File: config.mk
export PLATFORM = sky130hd
export DESIGN_NAME = best_fit_block_allocator_flat
export DESIGN_NICKNAME = d
export VERILOG_FILES = /design/src/rtl/bfba_pkg.sv /design/src/rtl/bfba_if.sv /design/src/rtl/bfba_cell.sv /design/src/rtl/best_fit_block_allocator.sv /design/src/flat_wrapper.sv
export VERILOG_INCLUDE_DIRS = /design/src /design/src/rtl
export SDC_FILE = /design/constraint.sdc
export NUM_CORES = 1
export LEC_CHECK = 0
export BUFFER_PORTS_ARGS = -buffer_cell sky130_fd_sc_hd__buf_2
export CAP_MARGIN = 40
export CORE_AREA = 4 4 334 336
export DETAILED_ROUTE_END_ITERATION = 8
export DIE_AREA = 0 0 338 340
export PLACE_DENSITY_LB_ADDON = 0.12
export SYNTH_ARGS = -nofsm -noshare
export SYNTH_HDL_FRONTEND = slang
export SYNTH_SLANG_ARGS = --single-unit
File: constraint.sdc
create_clock -name i_clk -period 3.9 [get_ports i_clk]
set_input_delay 0.39 -clock i_clk [delete_from_list [all_inputs] [get_ports i_clk]]
set_output_delay 0.39 -clock i_clk [all_outputs]
set_load 0.02 [all_outputs]
File: src/rtl/best_fit_block_allocator_assert.svh
// Assertion macros shared by the allocator RTL.
`ifndef BEST_FIT_BLOCK_ALLOCATOR_ASSERT_SVH
`define BEST_FIT_BLOCK_ALLOCATOR_ASSERT_SVH

// Check a condition at every clock edge outside reset.
`define BFBA_ASSERT_ALWAYS(label, cond, msg) \
    label: assert property (@(posedge i_clk) disable iff (!i_rst_n) (cond)) else $error(msg);

// Check that a cause implies an effect in the same cycle.
`define BFBA_ASSERT_IMPL(label, ante, cons, msg) \
    label: assert property (@(posedge i_clk) disable iff (!i_rst_n) \
        (ante) |-> (cons)) else $error(msg);

// Check that a cause implies a later effect, delayed by the dly argument.
`define BFBA_ASSERT_DELAY(label, ante, dly, cons, msg) \
    label: assert property (@(posedge i_clk) disable iff (!i_rst_n) \
        (ante) |-> ##(dly) (cons)) else $error(msg);

`endif

File: src/rtl/bfba_pkg.sv
// Types, constants and scan helper for the best-fit block allocator.
package bfba_pkg;

    localparam int BLOCK_COUNT_DEF = 16;
    localparam int BLOCK_BYTES_DEF = 16;
    localparam int BLOCK_COUNT_MAX = 64;
    localparam int BLOCK_BYTES_MAX = 4096;

    localparam int REQ_W  = 9;
    localparam int ADDR_W = 8;
    localparam int CAP_W  = $clog2(BLOCK_COUNT_MAX * BLOCK_BYTES_MAX + (1 << REQ_W));

    typedef logic [CAP_W-1:0] t_cap;

    typedef enum logic {
        FUNC_ALLOC = 1'b0,
        FUNC_FREE  = 1'b1
    } t_func;

    typedef enum logic [1:0] {
        S_IDLE,
        S_SCAN,
        S_FINISH
    } t_state;

    typedef struct packed {
        t_func              func;
        logic [REQ_W-1:0]   bytes;
        logic [ADDR_W-1:0]  addr;
    } t_req;

    typedef struct packed {
        logic found;
        logic rel;
        t_cap run_start;
        t_cap run_cap;
        t_cap best_start;
        t_cap best_cap;
    } t_scan;

    typedef struct packed {
        logic en;
        t_cap start;
    } t_mark;

    function automatic t_scan close_run(input t_scan s, input logic [REQ_W-1:0] bytes);
        t_scan r;
        r = s;
        if (bytes != '0 && s.run_cap >= t_cap'(bytes) &&
            (!s.found || s.run_cap < s.best_cap)) begin
            r.found      = 1'b1;
            r.best_start = s.run_start;
            r.best_cap   = s.run_cap;
        end
        r.run_cap = '0;
        return r;
    endfunction

endpackage

File: src/rtl/bfba_if.sv
// Request and result channel interfaces of the best-fit block allocator.
interface bfba_in_if import bfba_pkg::*; ();
    logic              valid;
    logic              ready;
    logic              func;
    logic [REQ_W-1:0]  request_bytes;
    logic [ADDR_W-1:0] free_address;

    modport source (output valid, func, request_bytes, free_address, input ready);
    modport sink   (input valid, func, request_bytes, free_address, output ready);
endinterface

interface bfba_out_if import bfba_pkg::*; ();
    logic              valid;
    logic              ready;
    logic [ADDR_W-1:0] address;
    logic              status;

    modport source (output valid, address, status, input ready);
    modport sink   (input valid, address, status, output ready);
endinterface

File: src/rtl/bfba_cell.sv
// One block of the allocator: used and run-head bits plus one stage of the scan chain.
module bfba_cell import bfba_pkg::*; #(
    parameter int BLOCK_BYTES = BLOCK_BYTES_DEF,
    parameter int INDEX       = 0
) (
    input  logic  i_clk,
    input  logic  i_rst_n,
    input  logic  i_tok,
    input  t_scan i_rec,
    input  t_req  i_req,
    input  t_mark i_mark,
    output logic  o_tok,
    output t_scan o_rec
);

    localparam t_cap BASE = t_cap'(INDEX * BLOCK_BYTES);
    localparam t_cap BB   = t_cap'(BLOCK_BYTES);

    logic  r_tok;
    logic  r_used;
    logic  r_head;
    t_scan r_rec;
    logic  n_used;
    logic  n_head;
    t_scan n_rec;
    logic  w_match;

    assign w_match = (t_cap'(i_req.addr) == BASE);

    always_comb begin
        n_rec  = i_rec;
        n_used = r_used;
        n_head = r_head;
        if (i_mark.en) begin
            if (BASE >= i_mark.start && BASE < i_mark.start + t_cap'(i_req.bytes)) begin
                n_used = 1'b1;
            end
            if (BASE == i_mark.start) begin
                n_head = 1'b1;
            end
        end else if (i_tok && i_req.func == FUNC_ALLOC) begin
            if (!r_used) begin
                if (i_rec.run_cap == '0) begin
                    n_rec.run_start = BASE;
                end
                n_rec.run_cap = i_rec.run_cap + BB;
            end else begin
                n_rec = close_run(i_rec, i_req.bytes);
            end
        end else if (i_tok) begin
            if (w_match && r_head) begin
                n_used    = 1'b0;
                n_head    = 1'b0;
                n_rec.found = 1'b1;
                n_rec.rel   = 1'b1;
            end else if (i_rec.rel && r_used && !r_head) begin
                n_used    = 1'b0;
                n_rec.rel = 1'b1;
            end else begin
                n_rec.rel = 1'b0;
            end
        end
    end

    always_ff @(posedge i_clk) begin
        if (!i_rst_n) begin
            r_tok  <= 1'b0;
            r_used <= 1'b0;
            r_head <= 1'b0;
        end else begin
            r_tok  <= i_tok;
            r_used <= n_used;
            r_head <= n_head;
        end
    end

    always_ff @(posedge i_clk) begin
        if (i_tok) begin
            r_rec <= n_rec;
        end
    end

    assign o_tok = r_tok;
    assign o_rec = r_rec;

endmodule

File: src/rtl/best_fit_block_allocator.sv
// Top level of the best-fit block allocator: control, cell chain and result register.
//
// Channels: i_in carries one request item (func 0 allocate request_bytes,
// func 1 free the run recorded at free_address); o_out returns one item per
// request with the granted byte address and a status bit (0 success).
// Both use valid/ready; an item moves when valid and ready are high at a
// rising edge of i_clk.
// Flow: one request is handled at a time. After a request is taken, the
// scan token walks the chain of block cells one cell per cycle; in the
// finish state the chosen run is marked and the result register is loaded,
// and the control returns to idle before the next request is taken.
// Reset (i_rst_n low at a clock edge): every block free, no runs recorded,
// no result pending.
// Receiver stall: the result register holds its item; one further request is
// taken and scanned, then waits for the register before marking and answering.
module best_fit_block_allocator import bfba_pkg::*; #(
    parameter int BLOCK_COUNT = BLOCK_COUNT_DEF,
    parameter int BLOCK_BYTES = BLOCK_BYTES_DEF
) (
    input logic        i_clk,
    input logic        i_rst_n,
    bfba_in_if.sink    i_in,
    bfba_out_if.source o_out
);

    t_state            r_state;
    t_state            n_state;
    logic              r_start;
    t_req              r_req;
    logic              r_out_valid;
    logic [ADDR_W-1:0] r_address;
    logic              r_status;
    logic              n_out_valid;

    logic              w_accept;
    logic              w_load;
    logic              w_commit;
    logic              w_ready;
    t_scan             w_final;
    t_mark             w_mark;
    logic [ADDR_W-1:0] w_address;
    logic              w_status;

    logic [BLOCK_COUNT:0] w_tok;
    t_scan                w_rec [BLOCK_COUNT+1];

    assign w_accept = i_in.valid && w_ready;
    assign w_load   = !r_out_valid || o_out.ready;

    always_comb begin
        n_state = r_state;
        unique case (r_state)
            S_IDLE: begin
                if (w_accept) begin
                    n_state = S_SCAN;
                end
            end
            S_SCAN: begin
                if (w_tok[BLOCK_COUNT]) begin
                    n_state = S_FINISH;
                end
            end
            S_FINISH: begin
                if (w_load) begin
                    n_state = S_IDLE;
                end
            end
            default: n_state = S_IDLE;
        endcase
    end

    always_comb begin
        w_ready  = 1'b0;
        w_commit = 1'b0;
        unique case (r_state)
            S_IDLE:   w_ready  = 1'b1;
            S_SCAN:   w_ready  = 1'b0;
            S_FINISH: w_commit = w_load;
            default:  w_ready  = 1'b0;
        endcase
    end

    assign i_in.ready = w_ready;

    always_ff @(posedge i_clk) begin
        if (!i_rst_n) begin
            r_state <= S_IDLE;
            r_start <= 1'b0;
        end else begin
            r_state <= n_state;
            r_start <= w_accept;
        end
    end

    always_ff @(posedge i_clk) begin
        if (w_accept) begin
            r_req.func  <= t_func'(i_in.func);
            r_req.bytes <= i_in.request_bytes;
            r_req.addr  <= i_in.free_address;
        end
    end

    assign w_tok[0] = r_start;
    assign w_rec[0] = '0;

    for (genvar g = 0; g < BLOCK_COUNT; g++) begin : g_cell
        bfba_cell #(
            .BLOCK_BYTES (BLOCK_BYTES),
            .INDEX       (g)
        ) u_cell (
            .i_clk   (i_clk),
            .i_rst_n (i_rst_n),
            .i_tok   (w_tok[g]),
            .i_rec   (w_rec[g]),
            .i_req   (r_req),
            .i_mark  (w_mark),
            .o_tok   (w_tok[g+1]),
            .o_rec   (w_rec[g+1])
        );
    end

    assign w_final = close_run(w_rec[BLOCK_COUNT], r_req.bytes);

    always_comb begin
        w_mark.en    = w_commit && r_req.func == FUNC_ALLOC && w_final.found;
        w_mark.start = w_final.best_start;
        if (r_req.func == FUNC_ALLOC) begin
            w_status  = !w_final.found;
            w_address = w_final.found ? w_final.best_start[ADDR_W-1:0] : '0;
        end else begin
            w_status  = !w_rec[BLOCK_COUNT].found;
            w_address = '0;
        end
    end

    always_comb begin
        n_out_valid = r_out_valid;
        if (w_commit) begin
            n_out_valid = 1'b1;
        end else if (o_out.ready) begin
            n_out_valid = 1'b0;
        end
    end

    always_ff @(posedge i_clk) begin
        if (!i_rst_n) begin
            r_out_valid <= 1'b0;
        end else begin
            r_out_valid <= n_out_valid;
        end
    end

    always_ff @(posedge i_clk) begin
        if (w_commit) begin
            r_address <= w_address;
            r_status  <= w_status;
        end
    end

    assign o_out.valid   = r_out_valid;
    assign o_out.address = r_address;
    assign o_out.status  = r_status;

`include "best_fit_block_allocator_assert.svh"

    `BFBA_ASSERT_ALWAYS(a_one_token, $onehot0(w_tok), "more than one scan token in the chain")
    `BFBA_ASSERT_DELAY(a_scan_latency, w_accept, BLOCK_COUNT + 1, w_tok[BLOCK_COUNT], "late token")
    `BFBA_ASSERT_IMPL(a_result_source, $rose(r_out_valid), $past(r_state) == S_FINISH, "result loaded outside finish")
    `BFBA_ASSERT_IMPL(a_tail_in_scan, w_tok[BLOCK_COUNT], r_state == S_SCAN, "scan token at tail outside scan")

endmodule
File: src/flat_wrapper.sv
// flat-port wrapper written by rule: the top's interface ports become plain ports
module best_fit_block_allocator_flat import bfba_pkg::*;
#(
    parameter int BLOCK_COUNT = BLOCK_COUNT_DEF,
    parameter int BLOCK_BYTES = BLOCK_BYTES_DEF
)
  (i_clk, i_rst_n, i_in_valid, i_in_func, i_in_request_bytes, i_in_free_address, i_in_ready, o_out_valid, o_out_address, o_out_status, o_out_ready);
  bfba_in_if i_in_i ();
  bfba_out_if o_out_i ();
  input logic i_clk;
  input logic i_rst_n;
  input wire logic [$bits(i_in_i.valid)-1:0] i_in_valid;
  input wire logic [$bits(i_in_i.func)-1:0] i_in_func;
  input wire logic [$bits(i_in_i.request_bytes)-1:0] i_in_request_bytes;
  input wire logic [$bits(i_in_i.free_address)-1:0] i_in_free_address;
  output wire logic [$bits(i_in_i.ready)-1:0] i_in_ready;
  output wire logic [$bits(o_out_i.valid)-1:0] o_out_valid;
  output wire logic [$bits(o_out_i.address)-1:0] o_out_address;
  output wire logic [$bits(o_out_i.status)-1:0] o_out_status;
  input wire logic [$bits(o_out_i.ready)-1:0] o_out_ready;
  assign i_in_i.valid = i_in_valid;
  assign i_in_i.func = i_in_func;
  assign i_in_i.request_bytes = i_in_request_bytes;
  assign i_in_i.free_address = i_in_free_address;
  assign i_in_ready = i_in_i.ready;
  assign o_out_valid = o_out_i.valid;
  assign o_out_address = o_out_i.address;
  assign o_out_status = o_out_i.status;
  assign o_out_i.ready = o_out_ready;
  best_fit_block_allocator #(.BLOCK_COUNT(BLOCK_COUNT), .BLOCK_BYTES(BLOCK_BYTES)) u_core (.i_clk(i_clk), .i_rst_n(i_rst_n), .i_in(i_in_i), .o_out(o_out_i));
endmodule
### Yosys cells after proc, flatten, opt, wreduce, memory -nomap -nowiden

Cells that the tools add are included.

| storage, ports and cells | value |
|---|---|
| register bits after elaboration | 1326 |
| input bits | 22 |
| output and inout bits | 11 |
| logic and storage cells | 952 |

| operators by class | value |
|---|---|
| add/sub/neg operators | 16 |
| order comparisons | 65 |
| equality and inequality tests | 83 |
| multiplexer cells | 368 |
| bitwise gates (word level) | 3 |
| reduce and logical (&&, ||, !) cells | 266 |

Operators with widths:

| cell | count |
|---|---|
| 38-bit two-way mux | 46 |
| 78-bit two-way mux | 15 |
| 76-bit two-way mux | 15 |
| 19-bit by 9-bit >= comparator with 1-bit output | 16 |
| 19-bit zero test | 16 |
| 19-bit less-than comparator | 16 |
| 19-bit by 5-bit adder with 19-bit output (second input constant) | 15 |
| 19-bit two-way mux | 15 |
| 1-bit two-way mux | 240 |
| 8-bit by 19-bit equality test with 1-bit output (first input constant) | 8 |
| 8-bit by 19-bit >= comparator with 1-bit output (first input constant) | 8 |
| 8-bit by 19-bit less-than comparator with 1-bit output (first input constant) | 8 |
| 4-bit AND reduction | 32 |
| 1-bit logical AND | 114 |
| 7-bit by 19-bit equality test with 1-bit output (first input constant) | 4 |
| 7-bit by 19-bit >= comparator with 1-bit output (first input constant) | 4 |
| 7-bit by 19-bit less-than comparator with 1-bit output (first input constant) | 4 |
| 2-bit two-way mux | 35 |
| 2-bit nonzero test | 33 |
| 8-bit equality test (second input constant) | 8 |
| 2-bit != test (second input constant) | 32 |
| 3-bit nonzero test | 15 |
| 6-bit by 19-bit equality test with 1-bit output (first input constant) | 2 |
| 6-bit by 19-bit >= comparator with 1-bit output (first input constant) | 2 |
| 24 further kinds | 98 |

### Longest topological paths before layout

Gate-level depths: netlist of the first run.

| depth | value |
|---|---|
| depth in word-level cells | 9 |
| depth in mapped cells | 19 |
| gate-level depth less buffers | 17 |

### By module

A second synthesis of the first run with hierarchy kept.

| second synthesis, totals | value |
|---|---|
| cells, all modules | 7780 |
| area total of the unflattened synthesis | 85394.4 um^2 |

By module, submodules not included:

| module | times used | cells each | area each (um^2) | seq. area each (um^2) |
|---|---|---|---|---|
| bfba_cell (u_core.g_cell[14].u_cell) | 1 | 653 | 6117.1 | 2402.3 |
| bfba_cell (u_core.g_cell[2].u_cell) | 1 | 490 | 5252.5 | 2402.3 |
| bfba_cell (u_core.g_cell[1].u_cell) | 1 | 469 | 5246.3 | 2402.3 |
| bfba_cell (u_core.g_cell[5].u_cell) | 1 | 482 | 5241.3 | 2402.3 |
| bfba_cell (u_core.g_cell[6].u_cell) | 1 | 456 | 5158.7 | 2402.3 |
| bfba_cell (u_core.g_cell[3].u_cell) | 1 | 462 | 5153.7 | 2402.3 |
| bfba_cell (u_core.g_cell[7].u_cell) | 1 | 457 | 5151.2 | 2402.3 |
| bfba_cell (u_core.g_cell[9].u_cell) | 1 | 460 | 5142.4 | 2402.3 |
| bfba_cell (u_core.g_cell[13].u_cell) | 1 | 455 | 5131.2 | 2402.3 |
| bfba_cell (u_core.g_cell[11].u_cell) | 1 | 459 | 5129.9 | 2402.3 |
| bfba_cell (u_core.g_cell[0].u_cell) | 1 | 483 | 5127.4 | 2402.3 |
| bfba_cell (u_core.g_cell[4].u_cell) | 1 | 460 | 5114.9 | 2402.3 |
| bfba_cell (u_core.g_cell[10].u_cell) | 1 | 450 | 5112.4 | 2402.3 |
| bfba_cell (u_core.g_cell[12].u_cell) | 1 | 457 | 5077.4 | 2402.3 |
| +3 rows | -- | -- | -- | -- |

### Least setup slack after synthesis of the first run

Ideal clock, no wire load.

| path | value |
|---|---|
| kind | register to register |
| start | reg u_core.r_req[13] (netlist name) |
| end | reg u_core.g_cell[9].u_cell.r_used |
| setup time | 0.115 ns |
| arrival time | 3.998 ns |
| data required time | 3.785 ns |
| path slack | -0.213 ns |
| cell stages (with the launch flop) | 19 |
| buffers on the path | 2 |
| clock period less this slack | 4.113 ns |
| cell sequence | edfxtp_1 inv_1 ha_1 a211oi_1 o21ai_2 a21o_2 and2_1 clkbuf_1 nand3_1 nand2_1 ha_1 clkbuf_1 or3b_2 mux2i_1 mux2i_1 nor2_1 nand2_1 o211a_1 o21a_1 |

RTL lines:

| what | line | source |
|---|---|---|
| start: declaration | best_fit_block_allocator.sv:29 | `t_req r_req;` |
| end signal: assignment | bfba_cell.sv:72 | `r_used <= n_used;` |
| end: declaration | bfba_cell.sv:20 | `logic r_used;` |

==> results of run 1 <==
==> sequential cells by signal (all words and copies together) (netlist names), 2 cells and up <==
name,count
u_core.g_cell.u_cell.o_rec,380
u_core.g_cell.u_cell.r_used,16
u_core.g_cell.u_cell.r_head,16
u_core.r_req,18
u_core.g_cell.u_cell.o_tok,16
u_core.o_out.address,4
u_core.r_state,2
==> timing repair <==
item                                    in CTS  in global routing
buffers inserted                             0                  5
endpoints found under the setup margin       3                 25
resized for setup                            3                 24
hold endpoints to repair                    18                  0
pin swaps                                    0                 14
hold buffers                                18                  0
==> stage by stage <==
step	cells	setup WS, ns	hold slack, ns	instance area, µm²	setup TNS, ns
global placement	3858	0.00638	0.437	29200	0
global route	3993	-0.151	0.0395	31500	-0.469
finish	3993	0.00409	0.0628	31500	0
floorplan	2412	0.00308	0.426	27000	0
detailed placement	3862	-0.0169	0.472	29300	-0.0169
CTS	3988	0.00772	0.0206	31400	0
==> kinds of logic after synthesis <==
kind of cell               Yosys count  share of synthesized area
DFF                                455                      0.488
buffers and inverters              272                     0.0413
AOI/OAI and AO/OA                  484                      0.131
xor gates and xnor gates             2                   0.000651
other                                1                   0.000139
and+or+nand+nor                    827                      0.175
muxes                              159                     0.0666
adders and majority gates          209                     0.0974
==> worst max-delay path, stage by stage, from the launching register on <==
cell	delay, ns
edfxtp_1	0.43
ha_4	0.24
a21o_1	0.17
a221o_1	0.34
a31oi_4	0.19
o41ai_4	0.09
buf_4	0.18
nor2_4	0.10
mux2_4	0.33
ha_4	0.17
fa_2	0.39
a21oi_2	0.15
nand2_1	0.06
mux2i_1	0.16
nand2_1	0.13
buf_4	0.18
a311oi_1	0.36
a211oi_2	0.07
==> per-layer routing <==
metal | wire length (µm) | share of wire | track usage
met1 | 36200 | 0.47 | 0.183
met2 | 36800 | 0.48 | 0.219
met3 | 2430 | 0.032 | 0.0163
met4 | 1470 | 0.019 | 0.0295
met5 | 0 | 0 | 0
==> power by group <==
group	leakage, µW	total, µW	internal (µW)	switching (µW)
registers	0.00399	5280	5250	24.4
clock network	0.000941	5420	3310	2110
logic	0.00682	252	99.9	152
==> final cells by class <==
| type | instances | area (µm²) |
|---|---|---|
| fillers | 11100 | 77000 |
| repair buffers | 157 | 1180 |
| multi-input cells | 1685 | 12900 |
| inverters | 174 | 657 |
| flip-flops and latches | 455 | 13100 |
| clock buffers | 87 | 1660 |
| well taps | 1414 | 1770 |
| clock inverters | 21 | 253 |
==> cell usage in the layout, fill, tap and decap left out, types with 42 or more instances in the layout <==
master / count
a211o_1: 44
a21o_1: 48
a21oi_1: 74
and2_1: 43
buf_4: 106
clkbuf_16: 59
dfxtp_1: 49
edfxtp_1: 403
ha_1: 204
inv_1: 169
mux2_2: 131
nand2_1: 149
nand3_1: 95
nor2_1: 71
nor2b_1: 87
nor3_1: 56
nor3b_1: 42
nor4_1: 65
o21ai_0: 91
==> synthesized netlist by cell type, types with 28 or more instances <==
master and n:
a21o_1 48, and2_1 43, or2_2 28, nor4_1 66, inv_1 174, ha_1 208
dfxtp_1 52, nor4b_1 35, nand2b_1 38, clkbuf_1 55, edfxtp_1 403, nand2_1 151
mux2_2 132, nor3_1 56, nand3_1 95, a211o_1 44, a221o_1 29, nor3b_1 42
and3_1 34, nor2b_1 87, o21ai_0 94, nor2_1 72, a21oi_1 75
==> worst min path at each step <==
stage	end	depth (start not counted)
detailed placement	u_core.r_state[0]	1
global placement	u_core.r_state[0]	1
floorplan	u_core.g_cell[0].u_cell.r_used	2
CTS	u_core.r_start	2
finish	u_core.r_start	2
global route	u_core.r_start	2
==> results_dict.tcl, run 1 <==
set metrics [dict create \
    status "complete, no violations" \
    cts-root-buf "clkbuf_16" \
    min_path_type "in -> reg" \
    final_antenna_net_count 0 \
    p_leak_uw 0.0118 \
    final-setup-viol-count 0 \
    synth-seq-cells 455 \
    synthArstFlopShare 0 \
    synth_top_area_cell "edfxtp_1" \
    slew_headroom 0.435 \
    num_vias 19100 \
    grt_use_total 0.132 \
    powerDensity_nw_per_um2 347 \
    num_io_pins 33 \
    period_share 0.999 \
    core.rowCount 121 \
    max-cap-violations 0 \
    ys.flop_type "edfxtp_1" \
    nets 2761 \
    drtPass1Iterations 5 \
    routedWlPerCell_um 19.3 \
    finalMaxSlewViolations 0 \
    worst_pin_slew_ns 0.848 \
    clkSinkCount 455 \
    die_area_um2 115000 \
    grt_pass1_wl_mm 118 \
    utilization 0.290 \
    initial_utilization 0.248 \
    rr_worst_depth 17 \
    cp_max_fo 6 \
    htree_levels 2 \
    reg2reg_from "u_core.g_cell[15].u_cell.o_rec[47]" \
    synth_area_leaders "edfxtp_1 (45%), ha_1 (9.7%), mux2_2 (5.5%), dfxtp_1 (3.9%), inv_1 (2.4%)" \
    hold_violations 0 \
    syn2layout_area_growth_pct 17.1 \
    drt-initial-drc-count 1095 \
    synth_top_area_share 0.450 \
    fp.dieH_um 340 \
    critPathLaunchType "flip-flop" \
    seq_area_frac_synth 0.488 \
    grt_setup_unrepaired "true" \
    syn_inst 2409 \
    hold_start "i_in_valid" \
    drc 0 \
    finClkSkew_ns 0.0321 \
    r2r_slack_ns 0.004 \
    die_w_um 338 \
    clock_latency_ns 0.63 \
    hpwlAfterDp_mm 57.2 \
    clk_pin_slew_ns 0.06 \
    drive_gt1_frac 0.185 \
    clockBufferDepth 3 \
    finalWirelength_mm 76.9 \
    yosysWarnings 0 \
    ys_types 93 \
    syn_area_per_cell_um2 11.2 \
    cts_inserted_buffers 57 \
    critPathCaptureType "flip-flop" \
    post_drt_via_cell_ratio 4.77 \
    antenna_cells_inserted 0 \
    reg2reg_to "u_core.g_cell[8].u_cell.r_used" \
    fmax_ghz 0.257 \
    antenna_found_initial 2 \
    grt-ovfl-total 0 \
    place.port_buffers 28 \
    synth_edf_count 403 \
    peakVddDrop_mv 0.370 \
    required_ns 4.39 \
    period_needed_ns 3.90 \
    synth_area_um2 26900 \
    grt_max_degree 43 \
    path_class "reg -> reg" \
    startpoint "u_core.g_cell[15].u_cell.o_rec[47]" \
    cts_tree "yes" \
    finalPower_uw 11000 \
    critPathCapture "u_core.g_cell[8].u_cell.r_used" \
    arrival_ns 4.39 \
    core_area_um2 109000 \
    gp_congestion 0.833 \
    grt_pass1_vias 19000 \
]
No activity file was read; power rests on OpenSTA's default activity.
==> run 2, diff against run 1 <==
--- a/config.mk
+++ b/config.mk
@@ -8,9 +8,9 @@
 export LEC_CHECK = 0
 export BUFFER_PORTS_ARGS = -buffer_cell sky130_fd_sc_hd__buf_2
 export CAP_MARGIN = 40
-export CORE_AREA = 4 4 334 336
+export CORE_AREA = 2 2 332 334
 export DETAILED_ROUTE_END_ITERATION = 8
-export DIE_AREA = 0 0 338 340
+export DIE_AREA = 0 0 334 336
 export PLACE_DENSITY_LB_ADDON = 0.12
 export SYNTH_ARGS = -nofsm -noshare
 export SYNTH_HDL_FRONTEND = slang
==> run 2 against run 1 <==
Fmax is 1.6% higher; clock skew is 0.0050 ns lower; total power decreased by 1.8%; first-iteration DRC count down 2.2%; combinational power about the same; critical path type unchanged; wire length down 0.96%; sequential cell count unchanged; die area down 2.3%; final cell count decreased by 0.43%; clock-buffer cell count shrank 21; hold slack gained 0.033 ns; register-to-register slack better by 0.06 ns.
==> results_dict.tcl, run 2 (synthesis results as in run 1) <==
set metrics [dict create \
    finClkSkew_ns 0.0272 \
    largest_reg_flops 380 \
    clk_pin_slew_ns 0.06 \
    reg2reg_to "u_core.g_cell[9].u_cell.r_used" \
    num_vias 19100 \
    critPathLaunchType "flip-flop" \
    place.port_buffers 28 \
    ff_latch_area_um2 13100 \
    cts-root-buf "clkbuf_16" \
    fp.dieH_um 336 \
    cp_max_fo 3 \
    routedWlPerCell_um 19.2 \
    finalWirelength_mm 76.2 \
    antenna_cells_inserted 0 \
    die_area_um2 112000 \
    multi_input_area_um2 12800 \
    arrival_ns 4.37 \
    status "complete, no violations" \
    gp_congestion 0.845 \
    core_area_um2 108000 \
    htree_levels 2 \
    cpPeakStageDelay_ns 0.43 \
    p_leak_uw 0.0116 \
    die_w_um 334 \
    slew_headroom 0.429 \
    clock_latency_ns 0.63 \
    core.rowCount 121 \
    fmax_ghz 0.261 \
    hold_violations 0 \
    grt_pass1_wl_mm 118 \
    path_class "reg -> reg" \
    hold_start "o_out_ready" \
    nets 2747 \
    cts_inserted_buffers 56 \
    pre_cts_ws_ns -0.0883 \
    clkSinkCount 455 \
    crit_slowest_cell "edfxtp_1" \
    num_io_pins 33 \
    max-cap-violations 0 \
    post_drt_via_cell_ratio 4.79 \
    critPathCaptureType "flip-flop" \
    most-common-layout-cells "edfxtp_1 (403), ha_1 (204), inv_1 (170)" \
    initial_utilization 0.248 \
    placed_area_um2 29200 \
    reg2reg_from "u_core.g_cell[15].u_cell.o_rec[47]" \
    grt_pass1_vias 19200 \
    drt-initial-drc-count 1071 \
    final-setup-viol-count 0 \
    powerDensity_nw_per_um2 343 \
    num-fill-cells 11200 \
    whs_endpoint "u_core.o_out.valid" \
    min_path_type "in -> reg" \
    final_antenna_net_count 0 \
    path_cells "ha_4 > a21o_1 > a221o_1 > a31oi_4 > o41ai_4 > nor2_4 > mux2_2 > ha_2 > fa_2 > a21oi_2 > nand2_1 > mux2i_1 > nand2_1 > and4_1 > o211a_1 > o21a_1" \
    worst_pin_slew_ns 0.851 \
    grt_use_total 0.134 \
    period_share 0.983 \
    timing.final.ws_setup_ns 0.0660 \
    final_cell_area_um2 31300 \
    grt_max_degree 43 \
    peakVddDrop_mv 0.293 \
    drc 0 \
    r2r_slack_ns 0.07 \
    final_common_cell "edfxtp_1" \
    clockBufferDepth 3 \
    grt_setup_unrepaired "true" \
    syn2layout_area_growth_pct 16.3 \
    drive_gt1_frac 0.178 \
    crit_top_cell "nand2_1" \
    required_ns 4.43 \
    period_needed_ns 3.83 \
    grt-ovfl-total 0 \
    antenna_found_initial 3 \
    finalMaxSlewViolations 0 \
    cts_tree "yes" \
    hold_depth 3 \
    hpwlAfterDp_mm 56.2 \
    rr_worst_depth 16 \
    drtPass1Iterations 5 \
    finalPower_uw 10800 \
]
run 2: layer usage:
metal  global-route usage  wire, µm  up-vias
met5                    0         0        -
met4               0.0286      1130        0
met3               0.0168      2290       73
met2                0.227     36700      255
met1                0.183     36000     9337
li1                     -         -     9391
run 2: power breakdown:
part           leakage, µW  switching (µW)  internal (µW)
clock             0.000885            2140           3090
sequential         0.00399            25.4           5250
combinational      0.00675             151           99.6
total               0.0116            2310           8440
run 2: worst max path at each step:
stage	from	to
floorplan	u_core.r_req[13]	u_core.g_cell[9].u_cell.r_used
finish	u_core.g_cell[15].u_cell.o_rec[47]	u_core.g_cell[9].u_cell.r_used
global placement	u_core.g_cell[15].u_cell.o_rec[43]	u_core.g_cell[9].u_cell.r_used
detailed placement	u_core.g_cell[15].u_cell.o_rec[47]	u_core.g_cell[9].u_cell.r_used
global route	u_core.g_cell[15].u_cell.o_rec[47]	u_core.g_cell[10].u_cell.r_used
CTS	u_core.g_cell[15].u_cell.o_rec[47]	u_core.g_cell[9].u_cell.r_used
run 2: stage by stage:
step | TNS, ns | utilization | cells | hold WS, ns
finish | 0 | 0.289 | 3976 | 0.0958
global route | -0.788 | 0.289 | 3976 | 0.107
CTS | -0.00608 | 0.288 | 3974 | 0.0493
detailed placement | -0.185 | 0.269 | 3851 | 0.457
global placement | 0 | 0.269 | 3846 | 0.439
floorplan | 0 | - | 2412 | 0.426
run 2: repair_timing:
action                                  CTS  global route
cloned                                    0             0
hold buffers                             19             0
gates resized for setup                   5            17
pin swaps                                 0             8
endpoints found under the hold margin    19             0
buffers inserted                          0             3
endpoints found under the setup margin    3            11
run 2: final cells by class:
type	count	area share
Tap cell	1414	0.0565
Multi-Input combinational cell	1685	0.410
Clock buffer	66	0.0473
Sequential cell	455	0.420
Timing Repair Buffer	144	0.0349
Inverter	174	0.0210
Clock inverter	38	0.0109
run 2: critical path: cells and delay by family, from the launching register on:
| kind | cells | cell delay [ns] |
|---|---|---|
| adders and majority gates | 3 | 0.82 |
| AOI/OAI and AO/OA | 7 | 1.41 |
| muxes | 2 | 0.55 |
| DFF | 1 | 0.43 |
| and+or+nand+nor | 4 | 0.52 |
